### src/hdl/ffdp_pkg.sv
// ---------------------------------------------------------------------------
// ffdp_pkg
// Types and constants shared by the first-fit disk packer modules.
// ---------------------------------------------------------------------------
package ffdp_pkg;

  localparam int SIZE_W    = 40;
  localparam int RESERVE_W = 21;
  localparam int USED_W    = 42;
  localparam int OUT_IDX_W = 5;
  localparam int PADDR_W   = 4;
  localparam int PDATA_W   = 64;

  localparam logic [SIZE_W-1:0]    CAPACITY_RESET = 40'd600000000;
  localparam logic [RESERVE_W-1:0] RESERVE_RESET  = 21'd20480;

  // rounding to 1 KiB on a size that has grown by one bit
  localparam logic [SIZE_W:0] ROUND_ADD  = 41'd1023;
  localparam logic [SIZE_W:0] ROUND_MASK = ~41'd1023;

  localparam logic [USED_W-1:0] USED_MAX = '1;

  typedef enum logic [0:0] {
    REG_CAPACITY = 1'b0,
    REG_RESERVE  = 1'b1
  } reg_sel_t;

  typedef enum logic [1:0] {
    ST_IDLE,
    ST_SCAN,
    ST_COMMIT
  } state_t;

  typedef struct packed {
    logic [SIZE_W-1:0] file_size;
    logic              top_level;
  } job_t;

  typedef struct packed {
    logic [OUT_IDX_W-1:0] disk_number;
    logic                 placed;
    logic [OUT_IDX_W-1:0] highest_disk;
  } result_t;

  typedef struct packed {
    logic [SIZE_W-1:0]    capacity;
    logic [RESERVE_W-1:0] reserve;
  } cfg_t;

endpackage

### src/hdl/first_fit_disk_packer_top.sv
// ---------------------------------------------------------------------------
// first_fit_disk_packer_top
// First-fit disk assignment with per-disk used amounts held in a RAM.
// ---------------------------------------------------------------------------
//  channel  | handshake             | payload
//  ---------+-----------------------+-------------------------------------
//  job      | start, busy           | job.file_size, job.top_level
//  result   | done (1-cycle strobe) | disk_number, placed, highest_disk
//  config   | APB psel/penable      | paddr, pwdata, prdata (0: cap, 8: rsv)
//
// One transaction at a time. The used-amount RAM is read one disk per cycle,
// compare in the cycle after the read; a hit or the last disk ends the scan,
// then a write-back state (ST_COMMIT). A top-level file ends the scan at disk 0.
// Synchronous reset clears the per-disk valid bits at once; no clear pass.
// The result strobe cannot be stalled and coincides with busy going low.
// ---------------------------------------------------------------------------
module first_fit_disk_packer_top
  import ffdp_pkg::*;
#(
  parameter int NUM_DISKS = 20
) (
  input  logic               clk,
  input  logic               rst,
  input  logic               start,
  output logic               busy,
  input  job_t               job,
  output logic               done,
  output result_t            result,
  input  logic               psel,
  input  logic               penable,
  input  logic               pwrite,
  input  logic [PADDR_W-1:0] paddr,
  input  logic [PDATA_W-1:0] pwdata,
  output logic [PDATA_W-1:0] prdata,
  output logic               pready
);

  localparam int IDX_W = $clog2(NUM_DISKS + 1);
  localparam int AW    = (NUM_DISKS > 1) ? $clog2(NUM_DISKS) : 1;
  localparam logic [IDX_W-1:0] NONE_IDX = IDX_W'(NUM_DISKS);
  localparam logic [IDX_W-1:0] LAST_IDX = IDX_W'(NUM_DISKS - 1);

  cfg_t cfg;

  state_t state, state_next;

  logic [IDX_W-1:0]    ridx;
  logic [IDX_W-1:0]    cidx;
  logic                cvalid;
  logic [SIZE_W-1:0]   size_q;
  logic                top_q;
  logic [SIZE_W:0]     size_res;
  logic [SIZE_W:0]     rounded;
  logic [IDX_W-1:0]    chosen;
  logic                placed_q;
  logic [USED_W-1:0]   new_used;
  logic [IDX_W-1:0]    highest_seen;
  logic [IDX_W-1:0]    highest_next;
  logic [NUM_DISKS-1:0] valid;

  logic                accept;
  logic                mem_re;
  logic                mem_we;
  logic [USED_W-1:0]   rdata;
  logic [USED_W-1:0]   used_eff;
  logic [SIZE_W:0]     test_size;
  logic [USED_W:0]     fit_sum;
  logic [USED_W:0]     charge_sum;
  logic [USED_W-1:0]   charge_sat;
  logic                fits;
  logic                last;
  logic                scan_end;

  ffdp_regs u_regs (
    .clk     (clk),
    .rst     (rst),
    .psel    (psel),
    .penable (penable),
    .pwrite  (pwrite),
    .paddr   (paddr),
    .pwdata  (pwdata),
    .prdata  (prdata),
    .pready  (pready),
    .cfg     (cfg)
  );

  ffdp_ram #(
    .WIDTH (USED_W),
    .DEPTH (NUM_DISKS)
  ) u_used_ram (
    .clk   (clk),
    .we    (mem_we),
    .waddr (chosen[AW-1:0]),
    .wdata (new_used),
    .re    (mem_re),
    .raddr (ridx[AW-1:0]),
    .rdata (rdata)
  );

  assign accept = start && !busy;

  // never-written disks read as empty
  assign used_eff  = valid[cidx[AW-1:0]] ? rdata : '0;
  assign test_size = (cidx == '0) ? size_res : {1'b0, size_q};
  assign fit_sum   = {1'b0, used_eff} + {{(USED_W-SIZE_W){1'b0}}, test_size};
  assign last      = (cidx == LAST_IDX);
  // top-level files take disk 0 without a fit test
  assign fits      = top_q ? (cidx == '0)
                           : (fit_sum < {{(USED_W+1-SIZE_W){1'b0}}, cfg.capacity});
  assign scan_end  = cvalid && (fits || last);

  assign charge_sum = {1'b0, used_eff} + {{(USED_W-SIZE_W){1'b0}}, rounded};
  assign charge_sat = charge_sum[USED_W] ? USED_MAX : charge_sum[USED_W-1:0];

  assign highest_next = (!top_q && (chosen > highest_seen)) ? chosen : highest_seen;

  // next state
  always_comb begin
    state_next = state;
    case (state)
      ST_IDLE:   if (start) state_next = ST_SCAN;
      ST_SCAN:   if (scan_end) state_next = ST_COMMIT;
      ST_COMMIT: state_next = ST_IDLE;
      default:   state_next = ST_IDLE;
    endcase
  end

  // state outputs
  always_comb begin
    busy   = 1'b1;
    mem_re = 1'b0;
    mem_we = 1'b0;
    case (state)
      ST_IDLE:   busy = 1'b0;
      ST_SCAN:   mem_re = (ridx < NONE_IDX);
      ST_COMMIT: mem_we = placed_q;
      default:   busy = 1'b0;
    endcase
  end

  always_ff @(posedge clk) begin
    if (rst) begin
      state        <= ST_IDLE;
      done         <= 1'b0;
      cvalid       <= 1'b0;
      valid        <= '0;
      highest_seen <= '0;
    end else begin
      state <= state_next;
      done  <= (state == ST_COMMIT);
      case (state)
        ST_IDLE: begin
          cvalid <= 1'b0;
        end
        ST_SCAN: begin
          cvalid <= 1'b1;
        end
        ST_COMMIT: begin
          cvalid       <= 1'b0;
          highest_seen <= highest_next;
          if (placed_q) begin
            valid[chosen[AW-1:0]] <= 1'b1;
          end
        end
        default: ;
      endcase
    end
  end

  // payload and datapath registers
  always_ff @(posedge clk) begin
    if (accept) begin
      size_q   <= job.file_size;
      top_q    <= job.top_level;
      size_res <= {1'b0, job.file_size} + {{(SIZE_W+1-RESERVE_W){1'b0}}, cfg.reserve};
      rounded  <= ({1'b0, job.file_size} + ROUND_ADD) & ROUND_MASK;
      ridx     <= '0;
    end else if (state == ST_SCAN) begin
      if (ridx < NONE_IDX) begin
        ridx <= ridx + 1'b1;
      end
      cidx <= ridx;
      if (scan_end) begin
        chosen   <= fits ? cidx : NONE_IDX;
        placed_q <= fits;
        new_used <= charge_sat;
      end
    end
    if (state == ST_COMMIT) begin
      result.disk_number  <= OUT_IDX_W'(chosen);
      result.placed       <= placed_q;
      result.highest_disk <= OUT_IDX_W'(highest_next);
    end
  end

endmodule

### src/hdl/ffdp_ram.sv
// ---------------------------------------------------------------------------
// ffdp_ram
// Generic single-write, single-read RAM with registered read data.
// ---------------------------------------------------------------------------
module ffdp_ram #(
  parameter int WIDTH = 42,
  parameter int DEPTH = 20,
  localparam int AW = (DEPTH > 1) ? $clog2(DEPTH) : 1
) (
  input  logic             clk,
  input  logic             we,
  input  logic [AW-1:0]    waddr,
  input  logic [WIDTH-1:0] wdata,
  input  logic             re,
  input  logic [AW-1:0]    raddr,
  output logic [WIDTH-1:0] rdata
);

  logic [WIDTH-1:0] mem [DEPTH];

  always_ff @(posedge clk) begin
    if (we) begin
      mem[waddr] <= wdata;
    end
    if (re) begin
      rdata <= mem[raddr];
    end
  end

endmodule

### src/hdl/ffdp_regs.sv
// ---------------------------------------------------------------------------
// ffdp_regs
// APB register file: disk capacity and catalog reserve.
// ---------------------------------------------------------------------------
module ffdp_regs
  import ffdp_pkg::*;
(
  input  logic               clk,
  input  logic               rst,
  input  logic               psel,
  input  logic               penable,
  input  logic               pwrite,
  input  logic [PADDR_W-1:0] paddr,
  input  logic [PDATA_W-1:0] pwdata,
  output logic [PDATA_W-1:0] prdata,
  output logic               pready,
  output cfg_t               cfg
);

  reg_sel_t sel;
  logic     wr;

  // registers sit on 8-byte boundaries; low address bits are ignored
  assign sel    = reg_sel_t'(paddr[3]);
  assign wr     = psel && penable && pwrite;
  assign pready = 1'b1;

  always_ff @(posedge clk) begin
    if (rst) begin
      cfg.capacity <= CAPACITY_RESET;
      cfg.reserve  <= RESERVE_RESET;
    end else if (wr) begin
      case (sel)
        REG_CAPACITY: cfg.capacity <= pwdata[SIZE_W-1:0];
        REG_RESERVE:  cfg.reserve  <= pwdata[RESERVE_W-1:0];
        default: ;
      endcase
    end
  end

  always_comb begin
    case (sel)
      REG_CAPACITY: prdata = {{(PDATA_W-SIZE_W){1'b0}}, cfg.capacity};
      REG_RESERVE:  prdata = {{(PDATA_W-RESERVE_W){1'b0}}, cfg.reserve};
      default:      prdata = '0;
    endcase
  end

endmodule

### config.mk
export PLATFORM = sky130hd
export DESIGN_NAME = first_fit_disk_packer_top
export DESIGN_NICKNAME = d
export VERILOG_FILES = /design/src/hdl/ffdp_pkg.sv /design/src/hdl/first_fit_disk_packer_top.sv /design/src/hdl/ffdp_ram.sv /design/src/hdl/ffdp_regs.sv
export SDC_FILE = /design/constraint.sdc
export NUM_CORES = 2
export LEC_CHECK = 0
export ABC_AREA = 1
export ABC_CLOCK_PERIOD_IN_PS = 14110
export BUFFER_PORTS_ARGS = -buffer_cell sky130_fd_sc_hd__buf_2
export CORE_MARGIN = 2
export CORE_UTILIZATION = 60
export CTS_CLUSTER_SIZE = 8
export DETAILED_ROUTE_END_ITERATION = 16
export PLACE_DENSITY = 0.78
export SLEW_MARGIN = 10
export SYNTH_ARGS = -nofsm -noshare
export SYNTH_HDL_FRONTEND = slang
export SYNTH_HIERARCHICAL = 1
export SYNTH_SLANG_ARGS = --single-unit
### constraint.sdc
create_clock -name clk -period 14.11 [get_ports clk]
set_clock_uncertainty 0.2 [all_clocks]
set_input_delay 2.1165 -clock clk [delete_from_list [all_inputs] [get_ports clk]]
set_output_delay 2.1165 -clock clk [all_outputs]
set_load 0.01 [all_outputs]
==> flow_metrics.env <==
export IMPL_coreArea_sq_um=87160
export IMPL_grt_antenna_before_repair=1
export IMPL_avgSynthCellArea_sq_um=10.26
export IMPL_muxShareOfSynthArea_pct=0
export IMPL_vias=38110
export IMPL_fin_crit_ns=7.700
export IMPL_crit_arrival_ns=7.85
export IMPL_drv_slew=0
export IMPL_worst_slew_pin_slew_ns=1.166
export IMPL_synth_compound_area_share_pct=4.599
export IMPL_rows=108
export IMPL_final_min_period_over_clock_period_pct=54.57
export IMPL_nNetsFinal=5549
export IMPL_hp_class="reg2reg"
export IMPL_synth_top_area_cell="edfxtp_1"
export IMPL_gr_usage_all_layers_pct=30.10
export IMPL_critPathMaxStageDelay_ns=0.69
export IMPL_htreeDepth=4
export IMPL_post_cts_repair_setup_buffers=0
export IMPL_fmax_mhz=129.9
export IMPL_worst_setup_path_end_kind="register"
export IMPL_rsz0062_at_grt="false"
export IMPL_cts_resized=0
export IMPL_synth_most_common_cell="nand2_1"
export IMPL_pre_cts_ws_ns=6.696
export IMPL_dieArea_sq_um=90670
export IMPL_drt_iter0_drc=4240
export IMPL_synth_xor_area_share_pct=1.935
export IMPL_vdd_ir_drop_max_mv=0.1587
export IMPL_area_growth_pct=11.01
export IMPL_cpMostUsedCell="nand2_1"
export IMPL_diodes=0
export IMPL_fp_dieW_um=301.1
export IMPL_synth_edf_count=1059
export IMPL_dp_hpwl_mm=75.45
export IMPL_vias_per_cell=5.880
export IMPL_yosys_cell_types_count=55
export IMPL_yosysSeqAreaShare_pct=63.63
export IMPL_cts_hold_buf=0
export IMPL_fin_area_sq_um=58800
export IMPL_detail_route_antenna_nets=0
export IMPL_leakagePower_nw=23.49
export IMPL_relSlewSlack_pct=22.28
export IMPL_async_flop_share_pct=0
export IMPL_tritoncts="yes"
export IMPL_drv_cap=0
export IMPL_initial_core_util_pct=60.77
export IMPL_crit_type="reg2reg"
export IMPL_grt_max_degree=218
export IMPL_port_buffers=140
export IMPL_status="finished, final reports clean"
export IMPL_gp_congestion=0.9232
export IMPL_synth_top_family_by_area="simple AND/OR/NAND/NOR gates"
export IMPL_grt_pass1_vias=36390
export IMPL_ys_seq_elements=1154
export IMPL_wl_per_cell_um=21.07
export IMPL_drive_above_1_share_pct=8.336
export IMPL_synth_fa_ha_area_share_pct=3.491
export IMPL_final_util_pct=67.46
export IMPL_drt_total_wl_mm=136.6
export IMPL_fillers=6256
export IMPL_syn_instance_count=5163
export IMPL_setup_tns_ns=0
export IMPL_clock_sinks=1154
export IMPL_startpoint_type="register"
export IMPL_synth_area_leaders="edfxtp_1, nand2_1, nand3_1"
export IMPL_clockBufferDepth=3
export IMPL_clk_pin_slew_ns=0.05
export IMPL_drt_pass1_iterations=7
export IMPL_die_height_um=301.1
export IMPL_critPathSlowestCell="buf_4"
export IMPL_yosys_top_cells_count="nand2_1, edfxtp_1, nand3_1"
export IMPL_ys_warn_count=6
export IMPL_finalSetupViolations=0
export IMPL_synthFlopType="edfxtp_1"
export IMPL_yosysTopAreaCellShare_pct=60.04
export IMPL_cts_root_buffer="clkbuf_16"
export IMPL_yosys_area_share_simple_pct=21.14
export IMPL_synth_area_sq_um=52970
export IMPL_insertion_delay_ns=0.75
export IMPL_power_density_nw_per_um2=177.9
export IMPL_hold_viol_final=0
export IMPL_worstPathMaxFanout=48
export IMPL_io_pins=193
export IMPL_grt_overflow=0
export IMPL_fin_ws_ns=6.410
export IMPL_placed_cell_area_sq_um=54350
export IMPL_worst_ep_required_time_ns=14.26
export IMPL_drc=0
export IMPL_grt_pass1_wl_mm=206.9
export IMPL_cts_buffers=162
[metrics by stage]
| step | std cells | hold slack [ns] | total power, W |
|---|---|---|---|
| 6_report | 6481 | 0.2343 | 0.01046 |
| 3_3_place_gp | 6279 | 0.2240 | 0.006902 |
| 2_1_floorplan | 5186 | 0.2268 | 0.006278 |
| 5_1_grt | 6481 | 0.2472 | 0.01096 |
| 3_5_place_dp | 6279 | 0.2256 | 0.006976 |
| 4_1_cts | 6481 | 0.2349 | 0.01045 |
[final timing paths]
| path | startpoint | end | slack, ns | cells after the start |
|---|---|---|---|---|
| max | cidx[0] | new_used[7] | 6.41 | 40 |
| min | ridx[3] | cidx[3] | 0.23 | 0 |
| max reg2reg | cidx[0] | new_used[7] | 6.41 | 40 |
| min reg2reg | ridx[3] | cidx[3] | 0.23 | 0 |
[sequential cells by signal, indices dropped and copies added, names as in the netlist, 11 cells and up]
register	flops
u_used_ram/rdata	42
size_res	41
u_regs/cfg	61
size_q	40
rounded	31
result	11
u_used_ram/mem	840
valid	20
new_used	42
[layout make-up]
class                      count  area (sq um)  area share [%]
inverter                     353          1339           2.277
multi-input combinational   3429         16760           28.51
timing repair buffer         188          1086           1.847
sequential                  1154         33720           57.35
tap                         1155          1445           2.458
clock inverter                15         257.7          0.4384
clock buffer                 187          4190           7.127
[cells in the final DEF (no fill, tap or decap), types with 4 or more instances in the layout]
| cell | instances |
|---|---|
| a21boi_2 | 4 |
| o22ai_1 | 43 |
| o221ai_1 | 5 |
| xor2_1 | 86 |
| o21ai_1 | 12 |
| clkinv_1 | 4 |
| nand3_1 | 622 |
| nand4_1 | 23 |
| o21a_1 | 14 |
| o211ai_1 | 6 |
| xnor2_1 | 31 |
| inv_6 | 5 |
| nor2_4 | 23 |
| clkbuf_1 | 23 |
| clkbuf_16 | 164 |
| nand2_2 | 9 |
| edfxtp_1 | 1059 |
| or2_2 | 5 |
| a21oi_1 | 169 |
| nor3_1 | 34 |
| dfxtp_1 | 90 |
| o21ai_2 | 5 |
| o21ai_0 | 136 |
| a31oi_1 | 11 |
| ha_1 | 143 |
| o21bai_2 | 5 |
| nor4_1 | 6 |
| o2111ai_1 | 4 |
| nand2_1 | 1629 |
| inv_16 | 4 |
| buf_2 | 140 |
| nor2_1 | 344 |
| buf_4 | 46 |
| conb_1 | 25 |
| inv_2 | 7 |
| inv_1 | 340 |
[metal layers]
metal	up-vias	GRT usage, %	part of all wire (%)
met5	-	0	0
met1	18100	40.40	39
li1	17740	-	-
met3	322	4.884	9.6
met2	1942	49.48	48
met4	0	11.87	3.6
[logic make-up after synthesis]
group,count (synthesis)
AOI/OAI and AO/OA,429
xor gates and xnor gates,117
adders and majority gates,146
buffers and inverters,603
DFF,1154
other,2
and+or+nand+nor,2712
[report_power, final]
group	total (W)	switching, W	internal [W]
Sequential	0.00410	0.000120	0.00398
Clock	0.00347	0.00138	0.00209
Combinational	0.00289	0.00198	0.000903
[worst max-delay path: cells and delay by family (launching register included)]
kind	cells	cell delay, ns
adders and majority gates	3	0.87
AOI/OAI and AO/OA	8	1.49
buffers and inverters	5	1.12
xor gates and xnor gates	1	0.27
and+or+nand+nor	23	2.64
DFF	1	0.57
Note: power is estimated with default switching activity, not from simulation.
